==> src/sv/wbs_pkg.sv <==
`timescale 1ns / 1ps
// ----------------------------------------------------------------------------
// wbs_pkg
// Shared types, constants and byte helpers for the wildcard byte stream
// search block.
// ----------------------------------------------------------------------------
package wbs_pkg;

    localparam int PAT_WORDS  = 4;
    localparam int PAT_BYTES  = 32;
    localparam int CFG_IDX_W  = 3;
    localparam int CFG_DATA_W = 64;
    localparam int LEN_W      = 6;
    localparam int CNT_W      = 32;

    localparam logic [7:0] NEWLINE_BYTE = 8'd10;
    localparam logic [7:0] WILD_BYTE    = 8'h3F;

    typedef enum logic [CFG_IDX_W-1:0] {
        REG_PAT0 = 3'd0,
        REG_PAT1 = 3'd1,
        REG_PAT2 = 3'd2,
        REG_PAT3 = 3'd3,
        REG_LEN  = 3'd4,
        REG_MODE = 3'd5
    } t_cfg_reg;

    // Bit order follows the mode register: bit0 no case, bit1 wildcard,
    // bit2 whole words.
    typedef struct packed {
        logic words;
        logic wild;
        logic nocase;
    } t_mode;

    function automatic logic [CNT_W-1:0] sat_inc(input logic [CNT_W-1:0] v);
        return (v == '1) ? v : v + CNT_W'(1);
    endfunction

    function automatic logic [7:0] upper_byte(input logic [7:0] c);
        return (c >= 8'h61 && c <= 8'h7A) ? c - 8'h20 : c;
    endfunction

    function automatic logic is_boundary(input logic [7:0] c);
        return (c == 8'd0) || (c == 8'd9) || (c == NEWLINE_BYTE) || (c == 8'd32)
            || (c >= 8'd33 && c <= 8'd47) || (c >= 8'd58 && c <= 8'd64)
            || (c >= 8'd91 && c <= 8'd96) || (c >= 8'd123 && c <= 8'd126);
    endfunction

endpackage

==> src/sv/wbs_cfg.sv <==
`timescale 1ns / 1ps
// ----------------------------------------------------------------------------
// wbs_cfg
// Configuration registers and the pattern aligned to the byte window:
// entry j of the aligned pattern faces window entry j (entry 0 newest).
// ----------------------------------------------------------------------------
module wbs_cfg #(
    parameter int MAX_PATTERN = 32
) (
    input  logic                            i_clk,
    input  logic                            i_rst_n,
    input  logic                            i_cfg_valid,
    output logic                            o_cfg_ready,
    input  logic [wbs_pkg::CFG_IDX_W-1:0]   i_cfg_index,
    input  logic [wbs_pkg::CFG_DATA_W-1:0]  i_cfg_data,
    output wbs_pkg::t_mode                  o_mode,
    output logic [7:0]                      o_apat [MAX_PATTERN],
    output logic [MAX_PATTERN-1:0]          o_care,
    output logic [MAX_PATTERN:0]            o_lenhot,
    output logic [wbs_pkg::CNT_W-1:0]       o_lenm1
);
    import wbs_pkg::*;

    localparam int LW = (MAX_PATTERN < 2) ? 1 : $clog2(MAX_PATTERN + 1);

    logic [CFG_DATA_W-1:0]           r_pat_word [PAT_WORDS];
    logic [LEN_W-1:0]                r_len;
    t_mode                           r_mode;

    logic [PAT_WORDS*CFG_DATA_W-1:0] pat_flat;
    logic [LW-1:0]                   clen;
    logic [7:0]                      n_apat [MAX_PATTERN];
    logic [MAX_PATTERN-1:0]          n_care;
    logic [MAX_PATTERN:0]            n_lenhot;

    logic [7:0]                      r_apat [MAX_PATTERN];
    logic [MAX_PATTERN-1:0]          r_care;
    logic [MAX_PATTERN:0]            r_lenhot;
    logic [CNT_W-1:0]                r_lenm1;

    assign o_cfg_ready = 1'b1;

    always_ff @(posedge i_clk) begin
        if (!i_rst_n) begin
            for (int w = 0; w < PAT_WORDS; w++) begin
                r_pat_word[w] <= '0;
            end
            r_len  <= LEN_W'(1);
            r_mode <= '0;
        end else if (i_cfg_valid) begin
            unique case (i_cfg_index) inside
                REG_PAT0, REG_PAT1, REG_PAT2, REG_PAT3: begin
                    r_pat_word[i_cfg_index[1:0]] <= i_cfg_data;
                end
                REG_LEN: begin
                    r_len <= i_cfg_data[LEN_W-1:0];
                end
                REG_MODE: begin
                    r_mode <= t_mode'(i_cfg_data[2:0]);
                end
                default: begin
                end
            endcase
        end
    end

    assign pat_flat = {r_pat_word[3], r_pat_word[2], r_pat_word[1], r_pat_word[0]};

    // Clamp the length to 1..MAX_PATTERN and reverse the pattern onto the window.
    always_comb begin
        int         len_i;
        int         idx;
        logic [4:0] bi;
        len_i = int'(r_len);
        if (len_i < 1) begin
            len_i = 1;
        end
        if (len_i > MAX_PATTERN) begin
            len_i = MAX_PATTERN;
        end
        clen = LW'(len_i);
        for (int j = 0; j < MAX_PATTERN; j++) begin
            idx       = len_i - 1 - j;
            bi        = 5'(idx);
            n_care[j] = (j < len_i);
            n_apat[j] = (j < len_i && idx < PAT_BYTES) ? pat_flat[bi*8 +: 8] : 8'h00;
        end
        for (int i = 0; i <= MAX_PATTERN; i++) begin
            n_lenhot[i] = (i == len_i);
        end
    end

    // Follows the configuration registers through a register of its own, in step
    // with the input register in front of the search stage.
    always_ff @(posedge i_clk) begin
        r_apat   <= n_apat;
        r_care   <= n_care;
        r_lenhot <= n_lenhot;
        r_lenm1  <= CNT_W'(clen) - CNT_W'(1);
    end

    assign o_mode   = r_mode;
    assign o_apat   = r_apat;
    assign o_care   = r_care;
    assign o_lenhot = r_lenhot;
    assign o_lenm1  = r_lenm1;

endmodule

==> src/sv/wbs_engine.sv <==
`timescale 1ns / 1ps
// ----------------------------------------------------------------------------
// wbs_engine
// Search stage: byte window, counters, whole-word candidate and the result
// register. One item is processed per cycle unless an untaken result holds the input.
// ----------------------------------------------------------------------------
module wbs_engine #(
    parameter int MAX_PATTERN = 32
) (
    input  logic                        i_clk,
    input  logic                        i_rst_n,
    input  logic                        i_s_valid,
    output logic                        o_s_ready,
    input  logic [7:0]                  i_s_data,
    input  logic                        i_s_first,
    input  logic                        i_s_last,
    input  wbs_pkg::t_mode              i_mode,
    input  logic [7:0]                  i_apat [MAX_PATTERN],
    input  logic [MAX_PATTERN-1:0]      i_care,
    input  logic [MAX_PATTERN:0]        i_lenhot,
    input  logic [wbs_pkg::CNT_W-1:0]   i_lenm1,
    output logic                        o_out_valid,
    input  logic                        i_out_ready,
    output logic                        o_found,
    output logic [wbs_pkg::CNT_W-1:0]   o_match_offset,
    output logic [wbs_pkg::CNT_W-1:0]   o_line_count,
    output logic [wbs_pkg::CNT_W-1:0]   o_line_start_offset
);
    import wbs_pkg::*;

    logic [7:0]       r_win [MAX_PATTERN];
    logic [CNT_W-1:0] r_bc, r_nl, r_ls;
    logic             r_pend, r_done;
    logic [CNT_W-1:0] r_pend_off, r_pend_nl, r_pend_ls;

    logic [7:0]       n_win [MAX_PATTERN];
    logic [CNT_W-1:0] n_bc, n_nl, n_ls;
    logic             n_pend, n_done;
    logic [CNT_W-1:0] n_pend_off, n_pend_nl, n_pend_ls;

    logic             r_out_valid, r_found;
    logic [CNT_W-1:0] r_off, r_lines, r_lstart;

    logic             fire;
    logic             emit, e_found;
    logic [CNT_W-1:0] e_off, e_lines, e_ls;

    logic [7:0]       win_new [MAX_PATTERN+1];
    logic [CNT_W-1:0] pos, nl_upd, ls_upd, start;
    logic             done_eff, pend_eff, hit, all_ok;
    logic [7:0]       bsel;

    assign o_s_ready = !r_out_valid || i_out_ready;
    assign fire      = i_s_valid && o_s_ready;

    always_comb begin
        logic [7:0] d;
        done_eff = i_s_first ? 1'b0 : r_done;
        pend_eff = i_s_first ? 1'b0 : r_pend;
        pos      = i_s_first ? '0 : r_bc;
        nl_upd   = i_s_first ? '0 : r_nl;
        ls_upd   = i_s_first ? '0 : r_ls;
        if (i_s_data == NEWLINE_BYTE) begin
            nl_upd = sat_inc(nl_upd);
            ls_upd = sat_inc(pos);
        end

        win_new[0] = i_s_data;
        for (int i = 1; i <= MAX_PATTERN; i++) begin
            win_new[i] = i_s_first ? 8'h00 : r_win[i-1];
        end

        all_ok = 1'b1;
        for (int j = 0; j < MAX_PATTERN; j++) begin
            d = i_mode.nocase ? upper_byte(win_new[j]) : win_new[j];
            if (i_care[j] && !(i_mode.wild && i_apat[j] == WILD_BYTE) && i_apat[j] != d) begin
                all_ok = 1'b0;
            end
        end

        // Byte just before the match start, picked by the one-hot length.
        bsel = '0;
        for (int i = 0; i <= MAX_PATTERN; i++) begin
            bsel = bsel | (win_new[i] & {8{i_lenhot[i]}});
        end

        hit   = (pos >= i_lenm1) && all_ok && (!i_mode.words || is_boundary(bsel));
        start = pos - i_lenm1;
    end

    always_comb begin
        n_win      = r_win;
        n_bc       = r_bc;
        n_nl       = r_nl;
        n_ls       = r_ls;
        n_pend     = r_pend;
        n_done     = r_done;
        n_pend_off = r_pend_off;
        n_pend_nl  = r_pend_nl;
        n_pend_ls  = r_pend_ls;
        emit       = 1'b0;
        e_found    = 1'b0;
        e_off      = '0;
        e_lines    = nl_upd;
        e_ls       = ls_upd;

        if (i_s_first) begin
            for (int i = 0; i < MAX_PATTERN; i++) begin
                n_win[i] = 8'h00;
            end
            n_bc   = '0;
            n_nl   = '0;
            n_ls   = '0;
            n_pend = 1'b0;
            n_done = 1'b0;
        end

        if (!done_eff) begin
            for (int i = 0; i < MAX_PATTERN; i++) begin
                n_win[i] = win_new[i];
            end
            n_bc   = sat_inc(pos);
            n_pend = 1'b0;
            if (pend_eff && is_boundary(i_s_data)) begin
                // Candidate closed by a boundary byte
                emit    = 1'b1;
                e_found = 1'b1;
                e_off   = r_pend_off;
                e_lines = r_pend_nl;
                e_ls    = r_pend_ls;
                n_done  = 1'b1;
            end else begin
                n_nl = nl_upd;
                n_ls = ls_upd;
                if (hit && (!i_mode.words || i_s_last)) begin
                    emit    = 1'b1;
                    e_found = 1'b1;
                    e_off   = start;
                    n_done  = 1'b1;
                end else begin
                    if (hit) begin
                        n_pend     = 1'b1;
                        n_pend_off = start;
                        n_pend_nl  = nl_upd;
                        n_pend_ls  = ls_upd;
                    end
                    if (i_s_last) begin
                        n_pend = 1'b0;
                        emit   = 1'b1;
                        n_done = 1'b1;
                    end
                end
            end
        end
    end

    always_ff @(posedge i_clk) begin
        if (!i_rst_n) begin
            for (int i = 0; i < MAX_PATTERN; i++) begin
                r_win[i] <= 8'h00;
            end
            r_bc        <= '0;
            r_nl        <= '0;
            r_ls        <= '0;
            r_pend      <= 1'b0;
            r_done      <= 1'b0;
            r_out_valid <= 1'b0;
        end else begin
            if (fire) begin
                r_win  <= n_win;
                r_bc   <= n_bc;
                r_nl   <= n_nl;
                r_ls   <= n_ls;
                r_pend <= n_pend;
                r_done <= n_done;
            end
            if (fire && emit) begin
                r_out_valid <= 1'b1;
            end else if (i_out_ready) begin
                r_out_valid <= 1'b0;
            end
        end
    end

    always_ff @(posedge i_clk) begin
        if (fire) begin
            r_pend_off <= n_pend_off;
            r_pend_nl  <= n_pend_nl;
            r_pend_ls  <= n_pend_ls;
        end
        if (fire && emit) begin
            r_found  <= e_found;
            r_off    <= e_off;
            r_lines  <= e_lines;
            r_lstart <= e_ls;
        end
    end

    assign o_out_valid         = r_out_valid;
    assign o_found             = r_found;
    assign o_match_offset      = r_off;
    assign o_line_count        = r_lines;
    assign o_line_start_offset = r_lstart;

    a_pend_not_done: assert property (@(posedge i_clk) disable iff (!i_rst_n)
        !(r_pend && r_done))
        else $error("candidate pending after search finished");

    a_last_ends: assert property (@(posedge i_clk) disable iff (!i_rst_n)
        (fire && i_s_last) |=> r_done)
        else $error("final byte did not end the search");

    a_done_frozen: assert property (@(posedge i_clk) disable iff (!i_rst_n)
        (fire && r_done && !i_s_first) |=> ($stable(r_bc) && !r_out_valid) || $past(r_out_valid))
        else $error("item after result changed state");

    a_emit_done: assert property (@(posedge i_clk) disable iff (!i_rst_n)
        (fire && emit) |=> (r_done && r_out_valid))
        else $error("result given without closing the search");

    a_counts: assert property (@(posedge i_clk) disable iff (!i_rst_n)
        (r_ls <= r_bc) && (r_nl <= r_bc))
        else $error("line counters ahead of byte counter");

endmodule

==> src/sv/wildcard_byte_stream_search.sv <==
`timescale 1ns / 1ps
// ----------------------------------------------------------------------------
// wildcard_byte_stream_search
// Finds the first occurrence of a configured pattern, with optional '?'
// wildcards, case folding and whole-word matching, in a byte stream.
// ----------------------------------------------------------------------------
// Timing: an accepted item passes through the input register, then the window compare
//   into the result register, which drives the output.
// Throughput: one byte per cycle while the output is not held back; the window compare over
//   all pattern positions completes in the single search stage.
// Reset: synchronous; pattern registers return to zero, length to one, mode to
//   zero, and the stream state is cleared at once. No clearing pass.
module wildcard_byte_stream_search #(
    parameter int MAX_PATTERN = 32
) (
    input  logic                            i_clk,
    input  logic                            i_rst_n,
    input  logic                            i_in_valid,
    output logic                            o_in_ready,
    input  logic [7:0]                      i_data_byte,
    input  logic                            i_first_byte,
    input  logic                            i_last_byte,
    output logic                            o_out_valid,
    input  logic                            i_out_ready,
    output logic                            o_found,
    output logic [wbs_pkg::CNT_W-1:0]       o_match_offset,
    output logic [wbs_pkg::CNT_W-1:0]       o_line_count,
    output logic [wbs_pkg::CNT_W-1:0]       o_line_start_offset,
    input  logic                            i_cfg_valid,
    output logic                            o_cfg_ready,
    input  logic [wbs_pkg::CFG_IDX_W-1:0]   i_cfg_index,
    input  logic [wbs_pkg::CFG_DATA_W-1:0]  i_cfg_data
);
    import wbs_pkg::*;

    logic                   r_in_valid;
    logic [7:0]             r_in_data;
    logic                   r_in_first, r_in_last;
    logic                   eng_ready;

    t_mode                  mode;
    logic [7:0]             apat [MAX_PATTERN];
    logic [MAX_PATTERN-1:0] care;
    logic [MAX_PATTERN:0]   lenhot;
    logic [CNT_W-1:0]       lenm1;

    assign o_in_ready = !r_in_valid || eng_ready;

    always_ff @(posedge i_clk) begin
        if (!i_rst_n) begin
            r_in_valid <= 1'b0;
        end else if (o_in_ready) begin
            r_in_valid <= i_in_valid;
        end
    end

    // Hold the item until the search stage takes it
    always_ff @(posedge i_clk) begin
        if (i_in_valid && o_in_ready) begin
            r_in_data  <= i_data_byte;
            r_in_first <= i_first_byte;
            r_in_last  <= i_last_byte;
        end
    end

    wbs_cfg #(
        .MAX_PATTERN (MAX_PATTERN)
    ) u_cfg (
        .i_clk       (i_clk),
        .i_rst_n     (i_rst_n),
        .i_cfg_valid (i_cfg_valid),
        .o_cfg_ready (o_cfg_ready),
        .i_cfg_index (i_cfg_index),
        .i_cfg_data  (i_cfg_data),
        .o_mode      (mode),
        .o_apat      (apat),
        .o_care      (care),
        .o_lenhot    (lenhot),
        .o_lenm1     (lenm1)
    );

    wbs_engine #(
        .MAX_PATTERN (MAX_PATTERN)
    ) u_engine (
        .i_clk               (i_clk),
        .i_rst_n             (i_rst_n),
        .i_s_valid           (r_in_valid),
        .o_s_ready           (eng_ready),
        .i_s_data            (r_in_data),
        .i_s_first           (r_in_first),
        .i_s_last            (r_in_last),
        .i_mode              (mode),
        .i_apat              (apat),
        .i_care              (care),
        .i_lenhot            (lenhot),
        .i_lenm1             (lenm1),
        .o_out_valid         (o_out_valid),
        .i_out_ready         (i_out_ready),
        .o_found             (o_found),
        .o_match_offset      (o_match_offset),
        .o_line_count        (o_line_count),
        .o_line_start_offset (o_line_start_offset)
    );

endmodule

==> config.mk <==
export PLATFORM = sky130hd
export DESIGN_NAME = wildcard_byte_stream_search
export DESIGN_NICKNAME = d
export VERILOG_FILES = /design/src/sv/wbs_pkg.sv /design/src/sv/wbs_cfg.sv /design/src/sv/wbs_engine.sv /design/src/sv/wildcard_byte_stream_search.sv
export SDC_FILE = /design/constraint.sdc
export NUM_CORES = 2
export LEC_CHECK = 0
export ABC_AREA = 1
export BUFFER_PORTS_ARGS = -buffer_cell sky130_fd_sc_hd__buf_2
export CORE_UTILIZATION = 25
export CTS_CLUSTER_SIZE = 14
export DETAILED_ROUTE_END_ITERATION = 7
export PLACE_DENSITY = 0.36
export SKIP_LAST_GASP = 1
export SLEW_MARGIN = 10
export SYNTH_ARGS = -nofsm -noshare
export SYNTH_HDL_FRONTEND = slang
export SYNTH_SLANG_ARGS = --single-unit
==> constraint.sdc <==
create_clock -name i_clk -period 15.41 [get_ports i_clk]
set_clock_uncertainty 0.1 [all_clocks]
set_input_delay 0.7705 -clock i_clk [delete_from_list [all_inputs] [get_ports i_clk]]
set_output_delay 0.7705 -clock i_clk [all_outputs]
set_load 0.02 [all_outputs]
==> impl_results.md <==
* Peak supply drop at 0.0000801 V
* Routability cong. at 0.987
* Max-cap violations at 1
* Max-slew violation count at 0
* TNS Setup at 0 ns
* Leak at 35.6 nW
* Yosys reg bits at 1,152
* CP Max Fanout at 56
* CP required at 16.06 ns
* Synth Area per Inst at 7.02 µm²
* Comb pwr share at 27.4%
* TritonCTS clock tree: done
* Top FF cell, synth: dfxtp_1
* GRT Total Usage at 25.7%
* Final Hold Vio Count at 0
* Initial antenna violation count at 30
* Worst setup SP type: flop
* Final setup fails at 0
* Dpl ws at 7.91 ns
* Vias at 73.1k
* Post-synth EDFFs at 459
* Area delta synth->final at 13.9%
* TritonRoute pass-1 iters at 6
* Pwr/cell area at 120 nW/µm²
* Clock transition at path regs at 0.06 ns
* Switching part of the total at 37.8%
* WL per Instance at 27.0 µm
* First-pass GRT wire length at 546 mm
* Internal power at 6.35 mW
* Initial Util at 25.2%
* Total clock buffers created by CTS at 159
* Fillers at 32.6k
* Share of layout cells above drive strength 1 at 7.18%
* IO Port Bufs at 180
* Fmax at 133 MHz
* Clk pwr share at 38.0%
* Pin count of the biggest net entering global routing at 185
* Overflow after GRT at 0
* Cell Area, Synth at 75,000 µm²
* Critical path class: reg -> reg
* Slew @ Worst Pin at 1.47 ns
* Status: complete, but fails checks
* Height of the die at 550 µm
* Rows at 200
* Vias in the first global route at 67.8k
* Synth warn at 0
* Via-to-Cell Ratio at 4.96
* Worst setup margin at 7.90 ns
* # IOs at 182
* Max-slew headroom at 0.963%
* DRT Wirelength at 399 mm
* CP Data Arrival Time at 8.15 ns
* Core Box Area at 298,000 µm²
* Netlist cell types at 66
* DIE WIDTH at 550 µm
* Crit. End Element: flop
* Clock Latency Late Sink at 0.87 ns
* Sink Count at 1,152
* RSZ-0062 raised after global routing: false
* Failing checks: capacitance limit
* Setup Buffers After CTS at 0
* Switching power total at 3.86 mW
* Min Clock Period, post-route at 7.51 ns
* Register area share after synthesis at 36.9%
* Final period util at 48.7%
* Hold Path Class: in -> reg
* Full die area at 302,000 µm²
* DP Wirelength at 319 mm
* Post-route ant nets at 0
* Longest Clk Path Bufs at 4
* Root buf cell: clkbuf_16
* Mapped Cells at 10.7k
* Final nets at 11.1k
* Htree depth at 4
* DR DRC count at 0
* DRT iter0 DRCs at 6,912
* FFs w/ async S/R, synth at 0%
* Sequential share of power at 34.6%
[sequential cells by signal, indices dropped and copies added, names as in the netlist, 7 cells and up]
register and count:
u_engine.o_match_offset 32, u_engine.r_bc 32, u_cfg.r_pat_word 256, u_cfg.o_apat 256, u_engine.o_line_start_offset 32, u_engine.r_pend_off 32, u_cfg.o_lenhot 33, u_engine.r_pend_nl 32
u_engine.r_pend_ls 32, u_cfg.o_care 32, u_engine.o_line_count 32, u_engine.r_win 256, r_in_data 8, u_cfg.o_lenm1 7, u_engine.r_nl 32, u_engine.r_ls 32
[final timing paths]
path | start | endpoint | slack, ns | depth (start not counted)
hold reg to reg | u_engine.r_ls[12] | u_engine.r_ls[12] | 0.36 | 2
setup reg to reg | u_cfg.r_len[2] | u_cfg.o_apat[69] | 7.90 | 26
hold / removal | i_in_valid | r_in_valid | 0.08 | 3
setup / recovery | u_cfg.r_len[2] | u_cfg.o_apat[69] | 7.90 | 26
[cell type report]
cell class	count	area [µm²]	share of cell area, %
antenna	16	40.0	0.0469
clock buffer	207	4380	5.13
clock inverter	78	933	1.09
inverter	1168	4400	5.15
multi-input combinational	7852	40900	47.9
sequential	1152	27700	32.4
tap	3939	4930	5.77
timing repair buffer	337	2140	2.51
[critical path, stage by stage (launching register included)]
cell	delay (ns)
dfxtp_1	0.53
nor3_2	0.09
nand3_1	0.09
nand2_1	0.07
inv_2	0.15
nor2_4	0.05
inv_2	0.10
ha_1	0.60
inv_1	0.35
nor2_1	0.26
inv_2	0.09
nand2_4	0.07
buf_4	0.59
inv_2	0.35
ha_1	0.33
inv_1	0.50
nor2_1	0.17
inv_1	0.12
ha_1	0.18
o21ai_0	0.10
ha_1	0.28
or2_2	0.29
nor4_1	0.25
o2111ai_1	0.16
o21ai_0	0.73
nand2_1	0.46
a21oi_1	0.27
[routing by layer]
metal / wire length, µm / global-route usage [%] / vias to the layer above / part of all wire (%)
li1: - / - / 35200 / -
met1: 178000 / 34.0 / 35200 / 45
met2: 177000 / 41.3 / 2230 / 44
met3: 19900 / 2.90 / 500 / 5.0
met4: 23600 / 13.1 / 8 / 5.9
met5: 51 / 0 / - / 0.013
[layout by cell type (no fill, tap or decap), types with 29 or more instances in the layout]
cell type     n
nor2_2       32
buf_4       145
ha_1        338
a21oi_1     715
o22ai_1      39
dfxtp_1     692
inv_1      1123
nand3b_1     38
mux2i_1     306
edfxtp_1    459
nor4_1       43
xor2_1      153
nor3_1       78
o21ai_0    1148
clkbuf_1     29
nor2_1      892
nand2_1    3081
o21ai_1      89
inv_2        34
clkbuf_16   162
nand3_1     313
buf_2       179
clkinv_2     30
nand4_1     223
[stage by stage]
stage / utilization, % / cell area (µm²) / power (mW) / hold slack, ns / std cells
after floorplan: - / 75000 / 5.00 / 0.344 / 10700
after global placement: 26.9 / 79900 / 6.36 / 0.352 / 14400
after detailed placement: 26.9 / 79900 / 6.36 / 0.356 / 14400
after CTS: 28.7 / 85400 / 10.3 / 0.00697 / 14700
after global routing: 28.7 / 85400 / 10.6 / 0.0639 / 14700
final: 28.7 / 85400 / 10.2 / 0.0835 / 14700
[repair_timing]
item / CTS / global route
hold buffers: 10 / 0
resized for setup: 0 / 0
hold endpoints to repair: 10 / 0
[cells by family after synthesis]
kind of cell / after synthesis / share of synthesized area (%)
other cells: 2 / 0.0100
mux: 315 / 4.21
fa+ha+maj: 341 / 5.70
buf+inv: 1673 / 8.88
simple gates: 4809 / 26.4
xor+xnor: 190 / 2.33
compound gates: 2192 / 15.5
flops: 1152 / 36.9
[power groups by stage]
stage | Clock [mW] | Combinational, mW | Sequential, mW
2_1_floorplan | 0 | 1.50 | 3.50
3_3_place_gp | 0 | 2.76 | 3.59
3_5_place_dp | 0 | 2.77 | 3.59
4_1_cts | 3.98 | 2.78 | 3.53
5_1_grt | 4.09 | 2.98 | 3.55
6_report | 3.89 | 2.79 | 3.54
[synth_stat cells, drive strengths merged, types with 2 or more instances]
library cell	instances	area, µm²
nand2	3106	11700
o21ai	1258	6380
inv	1159	4360
nor2	936	3660
a21oi	722	3640
dfxtp	693	13900
edfxtp	459	13800
clkbuf	350	1310
ha	340	4250
nand3	316	1590
mux2i	315	3150
nand4	224	1410
xor2	166	1540
buf	155	956
nor3	87	482
nor4	45	294
o22ai	39	244
nand3b	38	285
or2	31	194
a221oi	24	210
o31a	24	210
xnor2	24	210
o211ai	19	143
o2111ai	16	140
a211oi	14	105
a31oi	14	87.6
o21a	13	97.6
a21boi	10	75.1
nor3b	10	75.1
nor4b	10	87.6
o21bai	10	75.1
o41ai	10	87.6
clkinv	9	35.0
o31ai	8	60.1
o221ai	4	35.0
a21o	3	22.5
and2	2	12.5
and3	2	12.5
conb	2	7.51
o311ai	2	17.5
or4	2	15.0
(Power assumes the default switching activity.)
